[config.mk]
export PLATFORM = sky130hd
export DESIGN_NAME = csv_telemetry_field_parser_flat
export DESIGN_NICKNAME = d
export VERILOG_FILES = /design/src/hdl/csvtp_pkg.sv /design/src/hdl/csvtp_if.sv /design/src/hdl/csvtp_front.sv /design/src/hdl/csvtp_queue.sv /design/src/hdl/csvtp_back.sv /design/src/hdl/csv_telemetry_field_parser.sv /design/src/flat_wrapper.sv
export VERILOG_INCLUDE_DIRS = /design/src /design/src/hdl
export SDC_FILE = /design/constraint.sdc
export NUM_CORES = 2
export LEC_CHECK = 0
export BUFFER_PORTS_ARGS = -buffer_cell sky130_fd_sc_hd__buf_4
export CORE_MARGIN = 5
export CORE_UTILIZATION = 35
export DETAILED_ROUTE_END_ITERATION = 10
export PLACE_DENSITY_LB_ADDON = 0.08
export SLEW_MARGIN = 20
export SYNTH_ARGS = -nofsm -noshare
export SYNTH_HDL_FRONTEND = slang
export SYNTH_SLANG_ARGS = --single-unit
[constraint.sdc]
create_clock -name clock -period 8.5 [get_ports clock]
set_clock_uncertainty 0.2 [all_clocks]
set_input_delay 0.85 -clock clock [delete_from_list [all_inputs] [get_ports clock]]
set_output_delay 0.85 -clock clock [all_outputs]
set_load 0.03 [all_outputs]
[src/hdl/csv_telemetry_field_parser_defines.svh]
// Assertion macros shared by the parser modules.
`ifndef CSV_TELEMETRY_FIELD_PARSER_DEFINES_SVH
`define CSV_TELEMETRY_FIELD_PARSER_DEFINES_SVH
`ifndef SYNTH
// Property must hold at every clock edge outside reset.
`define CSVTP_ASSERT(lbl, clk, rst, prop, msg) \
   lbl: assert property (@(posedge clk) disable iff (rst) (prop)) else $error(msg);
// Condition must never be true outside reset.
`define CSVTP_NEVER(lbl, clk, rst, cond, msg) \
   lbl: assert property (@(posedge clk) disable iff (rst) !(cond)) else $error(msg);
`else
`define CSVTP_ASSERT(lbl, clk, rst, prop, msg)
`define CSVTP_NEVER(lbl, clk, rst, cond, msg)
`endif
`endif

[src/hdl/csvtp_pkg.sv]
`default_nettype none
package csvtp_pkg;

   // defaults for the top-level parameters
   localparam int MAX_FIELD_CHARS_DEF = 10;
   localparam int FIELD_LIMIT_DEF     = 11;
   localparam int FRACTION_DIGITS_DEF = 5;

   // storage widths
   localparam int ACC_W      = 48;  // position and integer accumulators
   localparam int WEIGHT_W   = 24;  // holds 10**7
   localparam int DIGIT_W    = 4;
   localparam int PROD_W     = WEIGHT_W + DIGIT_W;
   localparam int FIELD_W    = 4;
   localparam int CHAR_CNT_W = 4;
   localparam int QUEUE_DEPTH = 4;

   localparam logic [CHAR_CNT_W-1:0] CHAR_CNT_SAT = '1;

   // field numbers with a meaning
   localparam logic [FIELD_W-1:0] FIELD_TIME     = 4'd2;
   localparam logic [FIELD_W-1:0] FIELD_LAT      = 4'd3;
   localparam logic [FIELD_W-1:0] FIELD_LON      = 4'd4;
   localparam logic [FIELD_W-1:0] FIELD_ALT      = 4'd5;
   localparam logic [FIELD_W-1:0] FIELD_COUNT    = 4'd9;
   localparam logic [FIELD_W-1:0] FIELD_STRENGTH = 4'd10;

   // character positions that open the hour, minute and second parts of hhmmss
   localparam logic [CHAR_CNT_W-1:0] TIME_HOUR_POS = 4'd0;
   localparam logic [CHAR_CNT_W-1:0] TIME_MIN_POS  = 4'd2;
   localparam logic [CHAR_CNT_W-1:0] TIME_SEC_POS  = 4'd4;

   // ASCII codes
   localparam logic [7:0] CHAR_PLUS  = 8'h2B;
   localparam logic [7:0] CHAR_COMMA = 8'h2C;
   localparam logic [7:0] CHAR_MINUS = 8'h2D;
   localparam logic [7:0] CHAR_POINT = 8'h2E;
   localparam logic [7:0] CHAR_ZERO  = 8'h30;
   localparam logic [7:0] CHAR_NINE  = 8'h39;

   typedef enum logic [2:0] {
      TOK_DIGIT,
      TOK_PLUS,
      TOK_MINUS,
      TOK_POINT,
      TOK_COMMA,
      TOK_OTHER
   } tok_kind_type;

   typedef struct packed {
      tok_kind_type         kind;
      logic [DIGIT_W-1:0]   digit;
      logic                 last;
   } token_type;

   function automatic logic [WEIGHT_W-1:0] pow10(input int unsigned n);
      logic [WEIGHT_W-1:0] v;
      v = WEIGHT_W'(1);
      for (int unsigned i = 0; i < n; i++) begin
         v = WEIGHT_W'(v * WEIGHT_W'(10));
      end
      return v;
   endfunction

endpackage
`default_nettype wire

[src/hdl/csvtp_if.sv]
`default_nettype none
interface csvtp_req_if;
   logic       valid;
   logic       ready;
   logic [7:0] char_byte;
   logic       record_end;

   modport source (output valid, output char_byte, output record_end, input ready);
   modport sink   (input valid, input char_byte, input record_end, output ready);
endinterface

interface csvtp_rsp_if;
   logic               valid;
   logic               ready;
   logic [6:0]         hour;
   logic [6:0]         minute;
   logic [7:0]         second;
   logic signed [47:0] latitude;
   logic signed [47:0] longitude;
   logic [15:0]        altitude;
   logic [15:0]        messages_received;
   logic signed [7:0]  signal_strength;

   modport source (output valid, output hour, output minute, output second,
                   output latitude, output longitude, output altitude,
                   output messages_received, output signal_strength, input ready);
   modport sink   (input valid, input hour, input minute, input second,
                   input latitude, input longitude, input altitude,
                   input messages_received, input signal_strength, output ready);
endinterface
`default_nettype wire

[src/hdl/csvtp_front.sv]
`default_nettype none
module csvtp_front (
   csvtp_req_if.sink             req_bus,
   input  logic                  queue_full,
   output logic                  push,
   output csvtp_pkg::token_type  push_token
);
   import csvtp_pkg::*;

   assign req_bus.ready = !queue_full;
   assign push          = req_bus.valid && !queue_full;

   // classify the byte
   always_comb begin
      push_token.last  = req_bus.record_end;
      push_token.digit = DIGIT_W'(req_bus.char_byte - CHAR_ZERO);
      unique case (req_bus.char_byte) inside
         [CHAR_ZERO:CHAR_NINE]: push_token.kind = TOK_DIGIT;
         CHAR_PLUS:             push_token.kind = TOK_PLUS;
         CHAR_MINUS:            push_token.kind = TOK_MINUS;
         CHAR_POINT:            push_token.kind = TOK_POINT;
         CHAR_COMMA:            push_token.kind = TOK_COMMA;
         default:               push_token.kind = TOK_OTHER;
      endcase
   end

endmodule
`default_nettype wire

[src/hdl/csvtp_queue.sv]
`default_nettype none
`include "csv_telemetry_field_parser_defines.svh"
module csvtp_queue (
   input  logic                  clock,
   input  logic                  reset,
   input  logic                  push,
   input  csvtp_pkg::token_type  push_token,
   output logic                  full,
   input  logic                  pop,
   output logic                  head_valid,
   output csvtp_pkg::token_type  head
);
   import csvtp_pkg::*;

   localparam int PTR_W = (QUEUE_DEPTH > 1) ? $clog2(QUEUE_DEPTH) : 1;
   localparam int CNT_W = $clog2(QUEUE_DEPTH + 1);
   localparam logic [PTR_W-1:0] LAST_PTR = PTR_W'(QUEUE_DEPTH - 1);
   localparam logic [CNT_W-1:0] DEPTH_C  = CNT_W'(QUEUE_DEPTH);

   token_type        slot_ff [QUEUE_DEPTH];
   logic [PTR_W-1:0] wr_ptr_ff, wr_ptr_in;
   logic [PTR_W-1:0] rd_ptr_ff, rd_ptr_in;
   logic [CNT_W-1:0] count_ff, count_in;

   assign full       = (count_ff == DEPTH_C);
   assign head_valid = (count_ff != '0);
   assign head       = slot_ff[rd_ptr_ff];

   always_comb begin
      wr_ptr_in = wr_ptr_ff;
      rd_ptr_in = rd_ptr_ff;
      count_in  = count_ff;
      if (push) begin
         wr_ptr_in = (wr_ptr_ff == LAST_PTR) ? '0 : wr_ptr_ff + PTR_W'(1);
      end
      if (pop) begin
         rd_ptr_in = (rd_ptr_ff == LAST_PTR) ? '0 : rd_ptr_ff + PTR_W'(1);
      end
      if (push && !pop) begin
         count_in = count_ff + CNT_W'(1);
      end else if (pop && !push) begin
         count_in = count_ff - CNT_W'(1);
      end
   end

   always_ff @(posedge clock) begin
      if (reset) begin
         wr_ptr_ff <= '0;
         rd_ptr_ff <= '0;
         count_ff  <= '0;
      end else begin
         wr_ptr_ff <= wr_ptr_in;
         rd_ptr_ff <= rd_ptr_in;
         count_ff  <= count_in;
      end
   end

   always_ff @(posedge clock) begin
      if (push) begin
         slot_ff[wr_ptr_ff] <= push_token;
      end
   end

   `CSVTP_NEVER(a_push_when_full, clock, reset, push && full, "push into full queue")
   `CSVTP_NEVER(a_pop_when_empty, clock, reset, pop && !head_valid, "pop from empty queue")
   `CSVTP_ASSERT(a_count_bound, clock, reset, count_ff <= DEPTH_C, "queue count past depth")

endmodule
`default_nettype wire

[src/hdl/csvtp_back.sv]
`default_nettype none
`include "csv_telemetry_field_parser_defines.svh"
module csvtp_back #(
   parameter int MAX_FIELD_CHARS = csvtp_pkg::MAX_FIELD_CHARS_DEF,
   parameter int FIELD_LIMIT     = csvtp_pkg::FIELD_LIMIT_DEF,
   parameter int FRACTION_DIGITS = csvtp_pkg::FRACTION_DIGITS_DEF
) (
   input  logic                  clock,
   input  logic                  reset,
   input  logic                  head_valid,
   input  csvtp_pkg::token_type  head,
   output logic                  pop,
   csvtp_rsp_if.source           rsp_bus
);
   import csvtp_pkg::*;

   localparam int FC_W = $clog2(FRACTION_DIGITS + 1);
   localparam logic [FIELD_W-1:0]    FIELD_LIMIT_C = FIELD_W'(FIELD_LIMIT);
   localparam logic [CHAR_CNT_W-1:0] MAX_CHARS_C   = CHAR_CNT_W'(MAX_FIELD_CHARS);
   localparam logic [FC_W-1:0]       FRAC_MAX_C    = FC_W'(FRACTION_DIGITS);
   localparam logic [WEIGHT_W-1:0]   INT_WEIGHT    = pow10(FRACTION_DIGITS);

   // scan state
   logic [FIELD_W-1:0]    field_num_ff, field_num_in;
   logic [CHAR_CNT_W-1:0] char_cnt_ff, char_cnt_in;
   logic [ACC_W-1:0]      int_acc_ff, int_acc_in;
   logic [ACC_W-1:0]      pos_acc_ff, pos_acc_in;
   logic [FC_W-1:0]       frac_cnt_ff, frac_cnt_in;
   logic                  point_ff, point_in;
   logic                  minus_ff, minus_in;
   logic                  stopped_ff, stopped_in;
   logic [6:0]            hour_p_ff, hour_p_in;
   logic [6:0]            min_p_ff, min_p_in;
   logic [7:0]            sec_p_ff, sec_p_in;

   // kept values
   logic [6:0]       kept_hour_ff, kept_hour_in;
   logic [6:0]       kept_min_ff, kept_min_in;
   logic [7:0]       kept_sec_ff, kept_sec_in;
   logic [ACC_W-1:0] kept_lat_ff, kept_lat_in;
   logic [ACC_W-1:0] kept_lon_ff, kept_lon_in;
   logic [15:0]      kept_alt_ff, kept_alt_in;
   logic [15:0]      kept_count_ff, kept_count_in;
   logic [7:0]       kept_str_ff, kept_str_in;

   // output register
   logic             rsp_valid_ff, rsp_valid_in;
   logic [6:0]       rsp_hour_ff;
   logic [6:0]       rsp_min_ff;
   logic [7:0]       rsp_sec_ff;
   logic [ACC_W-1:0] rsp_lat_ff;
   logic [ACC_W-1:0] rsp_lon_ff;
   logic [15:0]      rsp_alt_ff;
   logic [15:0]      rsp_count_ff;
   logic [7:0]       rsp_str_ff;
   logic             load_rsp;

   logic [WEIGHT_W-1:0]   frac_weight;
   logic [PROD_W-1:0]     frac_term;
   logic [PROD_W-1:0]     int_term;
   logic [ACC_W-1:0]      pos_times_ten;
   logic                  is_comma;
   logic                  accepted;
   logic                  takes_point;
   logic [CHAR_CNT_W-1:0] pos;

   // an end beat waits until the output register is free
   assign pop = head_valid && (!head.last || !rsp_valid_ff || rsp_bus.ready);

   // weight of the next fraction digit
   always_comb begin
      frac_weight = '0;
      for (int i = 0; i < FRACTION_DIGITS; i++) begin
         if (frac_cnt_ff == FC_W'(i)) begin
            frac_weight = pow10(FRACTION_DIGITS - 1 - i);
         end
      end
   end

   assign frac_term     = PROD_W'(head.digit) * PROD_W'(frac_weight);
   assign int_term      = PROD_W'(head.digit) * PROD_W'(INT_WEIGHT);
   assign pos_times_ten = {pos_acc_ff[ACC_W-4:0], 3'b000} + {pos_acc_ff[ACC_W-2:0], 1'b0};
   assign takes_point   = (field_num_ff >= FIELD_LAT) && (field_num_ff <= FIELD_ALT);
   assign pos           = char_cnt_ff;
   assign is_comma      = (head.kind == TOK_COMMA);

   always_comb begin
      field_num_in  = field_num_ff;
      char_cnt_in   = char_cnt_ff;
      int_acc_in    = int_acc_ff;
      pos_acc_in    = pos_acc_ff;
      frac_cnt_in   = frac_cnt_ff;
      point_in      = point_ff;
      minus_in      = minus_ff;
      stopped_in    = stopped_ff;
      hour_p_in     = hour_p_ff;
      min_p_in      = min_p_ff;
      sec_p_in      = sec_p_ff;
      kept_hour_in  = kept_hour_ff;
      kept_min_in   = kept_min_ff;
      kept_sec_in   = kept_sec_ff;
      kept_lat_in   = kept_lat_ff;
      kept_lon_in   = kept_lon_ff;
      kept_alt_in   = kept_alt_ff;
      kept_count_in = kept_count_ff;
      kept_str_in   = kept_str_ff;
      accepted      = 1'b0;
      load_rsp      = 1'b0;
      rsp_valid_in  = rsp_valid_ff && !rsp_bus.ready;

      if (pop) begin
         // scan one character
         if (!is_comma) begin
            if (field_num_ff == FIELD_TIME) begin
               if (pos == TIME_MIN_POS) begin
                  if (minus_in) hour_p_in = ~hour_p_in + 7'd1;
                  minus_in   = 1'b0;
                  stopped_in = 1'b0;
               end
               if (pos == TIME_SEC_POS) begin
                  if (minus_in) min_p_in = ~min_p_in + 7'd1;
                  minus_in   = 1'b0;
                  stopped_in = 1'b0;
               end
               if (!stopped_in) begin
                  if ((pos == TIME_HOUR_POS || pos == TIME_MIN_POS || pos == TIME_SEC_POS)
                      && (head.kind == TOK_PLUS || head.kind == TOK_MINUS)) begin
                     minus_in = (head.kind == TOK_MINUS);
                  end else if (head.kind == TOK_DIGIT) begin
                     if (pos < TIME_MIN_POS) begin
                        hour_p_in = {hour_p_in[3:0], 3'b000} + {hour_p_in[5:0], 1'b0}
                                    + 7'(head.digit);
                     end else if (pos < TIME_SEC_POS) begin
                        min_p_in = {min_p_in[3:0], 3'b000} + {min_p_in[5:0], 1'b0}
                                   + 7'(head.digit);
                     end else begin
                        sec_p_in = {sec_p_in[4:0], 3'b000} + {sec_p_in[6:0], 1'b0}
                                   + 8'(head.digit);
                     end
                  end else begin
                     stopped_in = 1'b1;
                  end
               end
            end else if (!stopped_ff) begin
               if (pos == '0 && (head.kind == TOK_PLUS || head.kind == TOK_MINUS)) begin
                  minus_in = (head.kind == TOK_MINUS);
               end else if (head.kind == TOK_DIGIT) begin
                  if (point_ff) begin
                     if (frac_cnt_ff < FRAC_MAX_C) begin
                        pos_acc_in  = minus_ff ? pos_acc_ff - ACC_W'(frac_term)
                                               : pos_acc_ff + ACC_W'(frac_term);
                        frac_cnt_in = frac_cnt_ff + FC_W'(1);
                     end
                  end else begin
                     int_acc_in = {int_acc_ff[ACC_W-4:0], 3'b000}
                                  + {int_acc_ff[ACC_W-2:0], 1'b0} + ACC_W'(head.digit);
                     pos_acc_in = minus_ff ? pos_times_ten - ACC_W'(int_term)
                                           : pos_times_ten + ACC_W'(int_term);
                  end
               end else if (head.kind == TOK_POINT && takes_point && !point_ff) begin
                  point_in = 1'b1;
               end else begin
                  stopped_in = 1'b1;
               end
            end
            if (char_cnt_ff != CHAR_CNT_SAT) char_cnt_in = char_cnt_ff + CHAR_CNT_W'(1);
         end

         // close the field
         if (is_comma || head.last) begin
            accepted = (field_num_in < FIELD_LIMIT_C) && (char_cnt_in < MAX_CHARS_C);
            if (field_num_in == FIELD_TIME && minus_in) begin
               if (char_cnt_in <= TIME_MIN_POS) begin
                  hour_p_in = ~hour_p_in + 7'd1;
               end else if (char_cnt_in <= TIME_SEC_POS) begin
                  min_p_in = ~min_p_in + 7'd1;
               end else begin
                  sec_p_in = ~sec_p_in + 8'd1;
               end
            end
            if (accepted) begin
               case (field_num_in)
                  FIELD_TIME: begin
                     kept_hour_in = hour_p_in;
                     kept_min_in  = min_p_in;
                     kept_sec_in  = sec_p_in;
                  end
                  FIELD_LAT: begin
                     if (char_cnt_in != '0) kept_lat_in = pos_acc_in;
                  end
                  FIELD_LON: begin
                     if (char_cnt_in != '0) kept_lon_in = pos_acc_in;
                  end
                  FIELD_ALT: begin
                     if (char_cnt_in != '0) begin
                        if (minus_in) kept_alt_in = '0;
                        else if (|int_acc_in[ACC_W-1:16]) kept_alt_in = '1;
                        else kept_alt_in = int_acc_in[15:0];
                     end
                  end
                  FIELD_COUNT: begin
                     kept_count_in = minus_in ? ~int_acc_in[15:0] + 16'd1 : int_acc_in[15:0];
                  end
                  FIELD_STRENGTH: begin
                     kept_str_in = minus_in ? ~int_acc_in[7:0] + 8'd1 : int_acc_in[7:0];
                  end
                  default: ;
               endcase
            end
            if (field_num_in < FIELD_LIMIT_C) field_num_in = field_num_in + FIELD_W'(1);
            char_cnt_in = '0;
            int_acc_in  = '0;
            pos_acc_in  = '0;
            frac_cnt_in = '0;
            point_in    = 1'b0;
            minus_in    = 1'b0;
            stopped_in  = 1'b0;
            hour_p_in   = '0;
            min_p_in    = '0;
            sec_p_in    = '0;
         end

         // a trailing comma leaves an empty last field
         if (is_comma && head.last && field_num_in < FIELD_LIMIT_C) begin
            case (field_num_in)
               FIELD_TIME: begin
                  kept_hour_in = '0;
                  kept_min_in  = '0;
                  kept_sec_in  = '0;
               end
               FIELD_COUNT:    kept_count_in = '0;
               FIELD_STRENGTH: kept_str_in   = '0;
               default: ;
            endcase
         end

         if (head.last) begin
            load_rsp     = 1'b1;
            rsp_valid_in = 1'b1;
            field_num_in = '0;
         end
      end
   end

   always_ff @(posedge clock) begin
      if (reset) begin
         field_num_ff  <= '0;
         char_cnt_ff   <= '0;
         int_acc_ff    <= '0;
         pos_acc_ff    <= '0;
         frac_cnt_ff   <= '0;
         point_ff      <= 1'b0;
         minus_ff      <= 1'b0;
         stopped_ff    <= 1'b0;
         hour_p_ff     <= '0;
         min_p_ff      <= '0;
         sec_p_ff      <= '0;
         kept_hour_ff  <= '0;
         kept_min_ff   <= '0;
         kept_sec_ff   <= '0;
         kept_lat_ff   <= '0;
         kept_lon_ff   <= '0;
         kept_alt_ff   <= '0;
         kept_count_ff <= '0;
         kept_str_ff   <= '0;
         rsp_valid_ff  <= 1'b0;
      end else begin
         field_num_ff  <= field_num_in;
         char_cnt_ff   <= char_cnt_in;
         int_acc_ff    <= int_acc_in;
         pos_acc_ff    <= pos_acc_in;
         frac_cnt_ff   <= frac_cnt_in;
         point_ff      <= point_in;
         minus_ff      <= minus_in;
         stopped_ff    <= stopped_in;
         hour_p_ff     <= hour_p_in;
         min_p_ff      <= min_p_in;
         sec_p_ff      <= sec_p_in;
         kept_hour_ff  <= kept_hour_in;
         kept_min_ff   <= kept_min_in;
         kept_sec_ff   <= kept_sec_in;
         kept_lat_ff   <= kept_lat_in;
         kept_lon_ff   <= kept_lon_in;
         kept_alt_ff   <= kept_alt_in;
         kept_count_ff <= kept_count_in;
         kept_str_ff   <= kept_str_in;
         rsp_valid_ff  <= rsp_valid_in;
      end
   end

   always_ff @(posedge clock) begin
      if (load_rsp) begin
         rsp_hour_ff  <= kept_hour_in;
         rsp_min_ff   <= kept_min_in;
         rsp_sec_ff   <= kept_sec_in;
         rsp_lat_ff   <= kept_lat_in;
         rsp_lon_ff   <= kept_lon_in;
         rsp_alt_ff   <= kept_alt_in;
         rsp_count_ff <= kept_count_in;
         rsp_str_ff   <= kept_str_in;
      end
   end

   assign rsp_bus.valid             = rsp_valid_ff;
   assign rsp_bus.hour              = rsp_hour_ff;
   assign rsp_bus.minute            = rsp_min_ff;
   assign rsp_bus.second            = rsp_sec_ff;
   assign rsp_bus.latitude          = $signed(rsp_lat_ff);
   assign rsp_bus.longitude         = $signed(rsp_lon_ff);
   assign rsp_bus.altitude          = rsp_alt_ff;
   assign rsp_bus.messages_received = rsp_count_ff;
   assign rsp_bus.signal_strength   = $signed(rsp_str_ff);

   `CSVTP_ASSERT(a_end_loads_rsp, clock, reset, (pop && head.last) |=> rsp_valid_ff,
                 "record end did not raise response valid")
   `CSVTP_NEVER(a_no_rsp_overwrite, clock, reset,
                pop && head.last && rsp_valid_ff && !rsp_bus.ready,
                "pending response overwritten")
   `CSVTP_ASSERT(a_field_bound, clock, reset, field_num_ff <= FIELD_LIMIT_C,
                 "field counter past limit")

endmodule
`default_nettype wire

[src/hdl/csv_telemetry_field_parser.sv]
`default_nettype none
// Channel   Direction  Beat carries
// req_bus   in         char_byte, record_end
// rsp_bus   out        hour, minute, second, latitude, longitude, altitude,
//                      messages_received, signal_strength
//
// Takes one byte per cycle while the byte queue is not full; with the queue empty a record's
// last byte is written into the queue, and the parse step then loads the result into the
// output register, where it is presented.
// The rate is set by the parse step: one multiply-by-ten accumulate per byte.
// Reset is synchronous and clears the field counter, scan state and kept values to zero.
// A stalled response holds the parse step on the end beat; the four-entry byte queue
// keeps req_bus ready until it fills.
module csv_telemetry_field_parser #(
   parameter int MAX_FIELD_CHARS = csvtp_pkg::MAX_FIELD_CHARS_DEF,
   parameter int FIELD_LIMIT     = csvtp_pkg::FIELD_LIMIT_DEF,
   parameter int FRACTION_DIGITS = csvtp_pkg::FRACTION_DIGITS_DEF
) (
   input  logic          clock,
   input  logic          reset,
   csvtp_req_if.sink     req_bus,
   csvtp_rsp_if.source   rsp_bus
);
   import csvtp_pkg::*;

   // front to queue
   logic      push;
   logic      queue_full;
   token_type push_token;

   // queue to back
   logic      head_valid;
   logic      pop;
   token_type head;

   // classify each byte as it is accepted
   csvtp_front u_front (
      .req_bus    (req_bus),
      .queue_full (queue_full),
      .push       (push),
      .push_token (push_token)
   );

   // hold classified bytes so either side can stall
   csvtp_queue u_queue (
      .clock      (clock),
      .reset      (reset),
      .push       (push),
      .push_token (push_token),
      .full       (queue_full),
      .pop        (pop),
      .head_valid (head_valid),
      .head       (head)
   );

   // advance the field parser and deliver one result per record
   csvtp_back #(
      .MAX_FIELD_CHARS (MAX_FIELD_CHARS),
      .FIELD_LIMIT     (FIELD_LIMIT),
      .FRACTION_DIGITS (FRACTION_DIGITS)
   ) u_back (
      .clock      (clock),
      .reset      (reset),
      .head_valid (head_valid),
      .head       (head),
      .pop        (pop),
      .rsp_bus    (rsp_bus)
   );

endmodule
`default_nettype wire

[src/flat_wrapper.sv]
// flat-port wrapper written by rule: the top's interface ports become plain ports
module csv_telemetry_field_parser_flat import csvtp_pkg::*;
#(
   parameter int MAX_FIELD_CHARS = csvtp_pkg::MAX_FIELD_CHARS_DEF,
   parameter int FIELD_LIMIT     = csvtp_pkg::FIELD_LIMIT_DEF,
   parameter int FRACTION_DIGITS = csvtp_pkg::FRACTION_DIGITS_DEF
)
  (clock, reset, req_bus_valid, req_bus_char_byte, req_bus_record_end, req_bus_ready, rsp_bus_valid, rsp_bus_hour, rsp_bus_minute, rsp_bus_second, rsp_bus_latitude, rsp_bus_longitude, rsp_bus_altitude, rsp_bus_messages_received, rsp_bus_signal_strength, rsp_bus_ready);
  csvtp_req_if req_bus_i ();
  csvtp_rsp_if rsp_bus_i ();
  input  logic clock;
  input  logic reset;
  input wire logic [$bits(req_bus_i.valid)-1:0] req_bus_valid;
  input wire logic [$bits(req_bus_i.char_byte)-1:0] req_bus_char_byte;
  input wire logic [$bits(req_bus_i.record_end)-1:0] req_bus_record_end;
  output wire logic [$bits(req_bus_i.ready)-1:0] req_bus_ready;
  output wire logic [$bits(rsp_bus_i.valid)-1:0] rsp_bus_valid;
  output wire logic [$bits(rsp_bus_i.hour)-1:0] rsp_bus_hour;
  output wire logic [$bits(rsp_bus_i.minute)-1:0] rsp_bus_minute;
  output wire logic [$bits(rsp_bus_i.second)-1:0] rsp_bus_second;
  output wire logic [$bits(rsp_bus_i.latitude)-1:0] rsp_bus_latitude;
  output wire logic [$bits(rsp_bus_i.longitude)-1:0] rsp_bus_longitude;
  output wire logic [$bits(rsp_bus_i.altitude)-1:0] rsp_bus_altitude;
  output wire logic [$bits(rsp_bus_i.messages_received)-1:0] rsp_bus_messages_received;
  output wire logic [$bits(rsp_bus_i.signal_strength)-1:0] rsp_bus_signal_strength;
  input wire logic [$bits(rsp_bus_i.ready)-1:0] rsp_bus_ready;
  assign req_bus_i.valid = req_bus_valid;
  assign req_bus_i.char_byte = req_bus_char_byte;
  assign req_bus_i.record_end = req_bus_record_end;
  assign req_bus_ready = req_bus_i.ready;
  assign rsp_bus_valid = rsp_bus_i.valid;
  assign rsp_bus_hour = rsp_bus_i.hour;
  assign rsp_bus_minute = rsp_bus_i.minute;
  assign rsp_bus_second = rsp_bus_i.second;
  assign rsp_bus_latitude = rsp_bus_i.latitude;
  assign rsp_bus_longitude = rsp_bus_i.longitude;
  assign rsp_bus_altitude = rsp_bus_i.altitude;
  assign rsp_bus_messages_received = rsp_bus_i.messages_received;
  assign rsp_bus_signal_strength = rsp_bus_i.signal_strength;
  assign rsp_bus_i.ready = rsp_bus_ready;
  csv_telemetry_field_parser #(.MAX_FIELD_CHARS(MAX_FIELD_CHARS), .FIELD_LIMIT(FIELD_LIMIT), .FRACTION_DIGITS(FRACTION_DIGITS)) u_core (.clock(clock), .reset(reset), .req_bus(req_bus_i), .rsp_bus(rsp_bus_i));
endmodule
Word level (Yosys, flattened, before mapping)
Memories as Yosys holds them, arrays and structs flattened. A register that Yosys moved wholly into a read port is not among the register bits.
Index checks and enable logic that the tools add are counted.

storage, ports and cells
  bits in registers = 456
  RAM bits = 32
  bits of input ports = 13
  logic and storage cells = 335
  memories kept = 1

memories
  memory                  words  bits a word  read ports  clocked after memory_dff  wr ports  line               text
  u_core.u_queue.slot_ff  4      8            1           1                         1         csvtp_queue.sv:20  token_type slot_ff [QUEUE_DEPTH];

operators by class
  add/subtract/negate cells = 28
  $mul = 2
  order comparisons = 12
  eq/ne operators = 32
  multiplexer cells = 180
  bitwise logic cells = 7
  reduce and logical (&&, ||, !) cells = 42

operators with widths
  kind                   number
  $mux 48                28
  $mux 7                 44
  $mux 16                14
  $mux 8                 25
  $add 48x48->48         2
  $mux 24                4
  $add 48x21->48         1
  $add 48x28->48         1
  $add 48x4->48          1
  $sub 48x21->48         1
  $sub 48x28->48         1
  $mux 1                 41
  $eq 8x6->1 const B     4
  $mux 4                 8
  $reduce_or 32->1       1
  $mux 3                 10
  $add 7x1->7 const B    4
  $mul 4x24->28          1
  $not 7->7              4
  $add 16x1->16 const B  1
  $add 8x1->8 const B    2
  $eq 4x2->1 const B     4
  $eq 4x4->1 const B     4
  $mul 4x12->16 const B  1
  other kinds (42)       96

Logic depth before layout (Yosys ltp)
  word-level depth = 31
  depth in mapped cells = 34

By module
A second synthesis with hierarchy kept.

second synthesis, totals
  cell total of the unflattened synthesis = 3,996
  area total of the unflattened synthesis = 34,815.9 sq um

modules (own cells, without submodules)
  module       instances  cells an instance  area an instance (sq um)
  csvtp_back   1          3,891              33,085.5
  csvtp_queue  1          86                 1,599.0
  csvtp_front  1          19                 131.4

Least setup slack after synthesis
Ideal clock, no wire load.

  path kind = flip-flop to flip-flop
  from = register with a tool-made name
  to = register u_core.u_back.rsp_lat_ff[45] (netlist: u_core.u_back.rsp_bus.latitude[45]), data pin
  arrival time = 8.694 ns
  path slack = -0.666 ns
  stages on the path, launching flop included = 31
  path buffers = 2
  clock period less this slack = 9.166 ns
  cell sequence = dfxtp_1 > buf_1 > mux2_2 > o21ai_1 > inv_1 > nand3_1 > fa_1 > fa_1 > inv_1 > ha_1 > a211oi_1 > nor2_1 > xor2_1 > or3_1 > nor3_1 > nand3_1 > or3_1 > nor3_1 > a21oi_1 > xor2_1 > ha_1 > clkbuf_1 > nand4_1 > a2111oi_0 > o2111ai_1 > a31oi_1 > a21oi_1 > o41ai_1 > xor2_1 > a221oi_1 > a21oi_1

RTL lines
  item                  line               text
  end signal, assigned  csvtp_back.sv:296  rsp_lat_ff <= kept_lat_in;
  end, declared         csvtp_back.sv:51   logic [ACC_W-1:0] rsp_lat_ff;

Worst setup path after layout
  from = register u_core.u_back.frac_cnt_ff[0]
  to = register u_core.u_back.rsp_lon_ff[41] (netlist: u_core.u_back.rsp_bus.longitude[41]), data pin

between the ends
  longest elaborated chain between the ends = 21

ends and longest elaborated chain
  item                                                     line                                  text
  start, declared                                          csvtp_back.sv:28                      logic [FC_W-1:0] frac_cnt_ff, frac_cnt_in;
  start signal, assigned                                   csvtp_back.sv:272                     frac_cnt_ff <= frac_cnt_in;
  $logic_not 3->1                                          csvtp_back.sv:74                      if (frac_cnt_ff == FC_W'(i)) begin
  $mux 14                                                  csvtp_back.sv:74
  $mux 24 (4 in series)                                    csvtp_back.sv:74
  $mul 4x24->28                                            csvtp_back.sv:80                      assign frac_term = PROD_W'(head.digit) * PROD_W'(frac_weight);
  $add 48x28->48 / $sub 48x28->48 (equally long branches)  csvtp_back.sv:151, csvtp_back.sv:150
  $mux 48                                                  csvtp_back.sv:150                     pos_acc_in = minus_ff ? pos_acc_ff - ACC_W'(frac_term)
  $mux 48 *                                                csvtp_back.sv:149                     if (frac_cnt_ff < FRAC_MAX_C) begin
  $mux 48 *                                                csvtp_back.sv:148                     if (point_ff) begin
  [3 not listed]                                           n/a
  $mux 48 *                                                csvtp_back.sv:114                     if (field_num_ff == FIELD_TIME) begin
  $mux 48 *                                                csvtp_back.sv:113                     if (!is_comma) begin
  $mux 48 *                                                csvtp_back.sv:192                     if (char_cnt_in != '0) kept_lon_in = pos_acc_in;
  $mux 48 *                                                csvtp_back.sv:182                     case (field_num_in)
  $mux 48 *                                                csvtp_back.sv:181                     if (accepted) begin
  $mux 48 *                                                csvtp_back.sv:170                     if (is_comma || head.last) begin
  $mux 48 *                                                csvtp_back.sv:111                     if (pop) begin
  named net u_core.u_back.kept_lon_in[41]                  csvtp_back.sv:41                      logic [ACC_W-1:0] kept_lon_ff, kept_lon_in;
  end signal, assigned                                     csvtp_back.sv:297                     rsp_lon_ff <= kept_lon_in;
  end, declared                                            csvtp_back.sv:52                      logic [ACC_W-1:0] rsp_lon_ff;

The timed path passes the listed nets; every way through them passes the cells marked *.
A chain may end at the register's enable or synchronous reset.

==> impl_metrics.tcl <==
set metrics [dict create \
    outcome "finished clean" \
    power.density_nw_per_um2 310.9 \
    die_w_um 326.9 \
    cts_setup_buffers 0 \
    fin_crit_ps 8055 \
    syn_area_sq_um 35150 \
    coreArea_sq_um 99860 \
    relSlewSlack_pct 33.61 \
    critPathKind "flop to flop" \
    synth_top_area_cell "dfxtp_1" \
    synth_edf_count 190 \
    synth_mux_area_share_pct 2.563 \
    maxCapViolCount 0 \
    hpwl_um 91720 \
    crit_path_frequent_cell "ha_1" \
    start_util_pct 35.20 \
    ys_seq_area_share_pct 33.32 \
    drive_above_1_share_pct 11.33 \
    place_congestion 0.9505 \
    syn_nets 4441 \
    synth_top_family_by_area "compound AO/OA/AOI/OAI gates" \
    grt_setup_unrepaired "no" \
    syn_inst 4082 \
    synth.top_cell.area_share_pct 17.09 \
    clock_latency_ps 630 \
    crit_fanout 6 \
    numCtsBuffers 55 \
    tns_ps 0 \
    final_antenna_net_count 0 \
    async_flop_share_pct 0 \
    vias 30740 \
    arrival_ps 8190 \
    end_kind "flop" \
    slowest_stage "fa_1" \
    grt_pass1_vias 29560 \
    dieArea_sq_um 106900 \
    post_dp_cell_area_sq_um 38050 \
    grt_usage_pct 21.61 \
    critPathRequiredTime_ps 8630 \
    synth_cell_types 91 \
    max_freq_mhz 124.1 \
    grt_overflow_total 0 \
    hold_viol 0 \
    clk_root_buffer_cell "clkbuf_16" \
    port_buffers 172 \
    synth_warnings 0 \
    critPathLaunchType "flop" \
    antenna_found_initial 2 \
    period_share_pct 94.77 \
    core.rowCount 116 \
    synthTopCellsByArea "dfxtp_1, edfxtp_1, ha_1" \
    slowest_delay_ps 610 \
    synth_flop_cell "dfxtp_1" \
    power_uw 12430 \
    vdd.ir_drop.worst_v 0.0002077 \
    leakagePower_uw 0.01707 \
    synth_compound_area_share_pct 23.38 \
    postSynthAreaPerCell_sq_um 8.610 \
    clockBufferDepth 3 \
    cts_tree "yes" \
    worst_slew_pin_slew_ps 995.9 \
    cts_hold_buf 0 \
    worstHoldPathType "primary input to flop" \
    drt-initial-drc-count 2007 \
    avgRoutedWirePerCell_um 21.71 \
    antenna_cells 0 \
    synth_seq_cells 490 \
    synthAdderAreaFrac_pct 12.98 \
    fp.dieH_um 326.9 \
    design.portCount 173 \
    drt_wl_total_um 120400 \
    grt_pass1_wl_um 183300 \
    design_area_sq_um 39990 \
    numClockSinks 490 \
    whs_ps 247.4 \
    nNetsFinal 4559 \
    via_per_inst 5.544 \
    cts_max_level 2 \
    dr.pass1.iters 5 \
    finalSetupViolations 0 \
    drc 0 \
    grt_start_max_net_pins 91 \
    clkSlewWorstSetupHoldPaths_ps 60 \
    syn_to_final_growth_pct 13.78 \
    slew_viol_final 0 \
    synth_xor_area_share_pct 6.529 \
    yosys.area_share.simple_pct 17.27 \
]
==> metal layers <==
layer | share of wire [%] | vias to the layer above | global-route usage (%)
li1 | - | 15160 | -
met1 | 45 | 14850 | 28.68
met2 | 49 | 597 | 38.01
met3 | 3.4 | 123 | 2.130
met4 | 2.6 | 0 | 5.147
met5 | 0 | - | 0
==> area by class of cell <==
cell class / instances / area, sq um
Fill cell: 10180 / 59870
Clock inverter: 23 / 236.5
Tap cell: 1298 / 1624
Multi-Input combinational cell: 3230 / 22220
Clock buffer: 80 / 1592
Timing Repair Buffer: 268 / 2016
Sequential cell: 490 / 11720
Inverter: 155 / 589.3
==> placed cells by master, fill, tap and decap left out, types with 97 or more instances in the layout <==
master    instances
edfxtp_1        190
a21o_1          114
nor2_1          435
nand2_1         329
o21ai_0         188
ha_1            313
xor2_1           97
a21oi_1         373
buf_4           267
inv_1           149
xnor2_1         163
and2_1          126
dfxtp_1         297
==> synthesized netlist by cell type, types with 114 or more instances <==
cell type / n
a21oi_1: 376
inv_1: 150
ha_1: 315
dfxtp_1: 300
clkbuf_1: 183
nor2_1: 440
xnor2_1: 165
o21ai_0: 195
and2_1: 126
a21o_1: 114
nand2_1: 330
edfxtp_1: 190
==> final timing paths <==
path	slack, ps	depth (start not counted)	to	startpoint
setup / recovery	440	31	u_core.u_back.rsp_bus.longitude[41]	u_core.u_back.frac_cnt_ff[0]
hold / removal	250	1	u_core.u_queue.slot_ff[0][0]	req_bus_record_end
setup reg to reg	440	31	u_core.u_back.rsp_bus.longitude[41]	u_core.u_back.frac_cnt_ff[0]
hold reg to reg	260	2	u_core.u_back.kept_lon_ff[19]	u_core.u_back.kept_lon_ff[19]
==> sequential cells by signal (all words and copies together), names as in the netlist, 16 cells and up, named ones only <==
register / count
u_core.u_queue.slot_ff: 32
u_core.u_back.int_acc_ff: 48
u_core.u_back.rsp_bus.messages_received: 16
u_core.u_back.pos_acc_ff: 48
u_core.u_back.kept_lon_ff: 48
u_core.u_back.kept_count_ff: 16
u_core.u_back.rsp_bus.longitude: 48
u_core.u_back.rsp_bus.altitude: 16
u_core.u_back.rsp_bus.latitude: 48
u_core.u_back.kept_lat_ff: 48
u_core.u_back.kept_alt_ff: 16
==> power breakdown <==
part           switching, uW  internal (uW)
logic                   4640           2350
clock network           1030           1400
registers                161           2860
==> critical path, delay by kind of cell (launching register included) <==
| kind | cells | cell delay [ps] |
|---|---|---|
| AO/OA/AOI/OAI | 10 | 2390 |
| adder cells (fa/ha/maj) | 6 | 2220 |
| AND/OR/NAND/NOR | 10 | 1970 |
| XOR/XNOR | 3 | 370 |
| flip-flops | 1 | 350 |
| buffers and inverters | 2 | 240 |
==> kinds of logic after synthesis <==
logic type / after synthesis
AND/OR/NAND/NOR: 1287
AO/OA/AOI/OAI: 1255
flip-flops: 490
buffers and inverters: 362
adder cells (fa/ha/maj): 346
XOR/XNOR: 262
multiplexers: 80
==> through the flow <==
| stage | utilization (%) | cells | setup slack, ps |
|---|---|---|---|
| 3_5_place_dp | 38.10 | 5441 | -43.40 |
| 4_1_cts | 39.94 | 5544 | 33.60 |
| 5_1_grt | 40.05 | 5544 | 12.85 |
| 2_1_floorplan | - | 4082 | 25.45 |
| 6_report | 40.05 | 5544 | 444.7 |
| 3_3_place_gp | 38.10 | 5441 | 55.04 |
==> repair_timing <==
item,CTS,global route
gates resized for setup,1,26
pin swaps,0,2
endpoints found under the setup margin,2,86
Power figures use the tool's default switching activity.
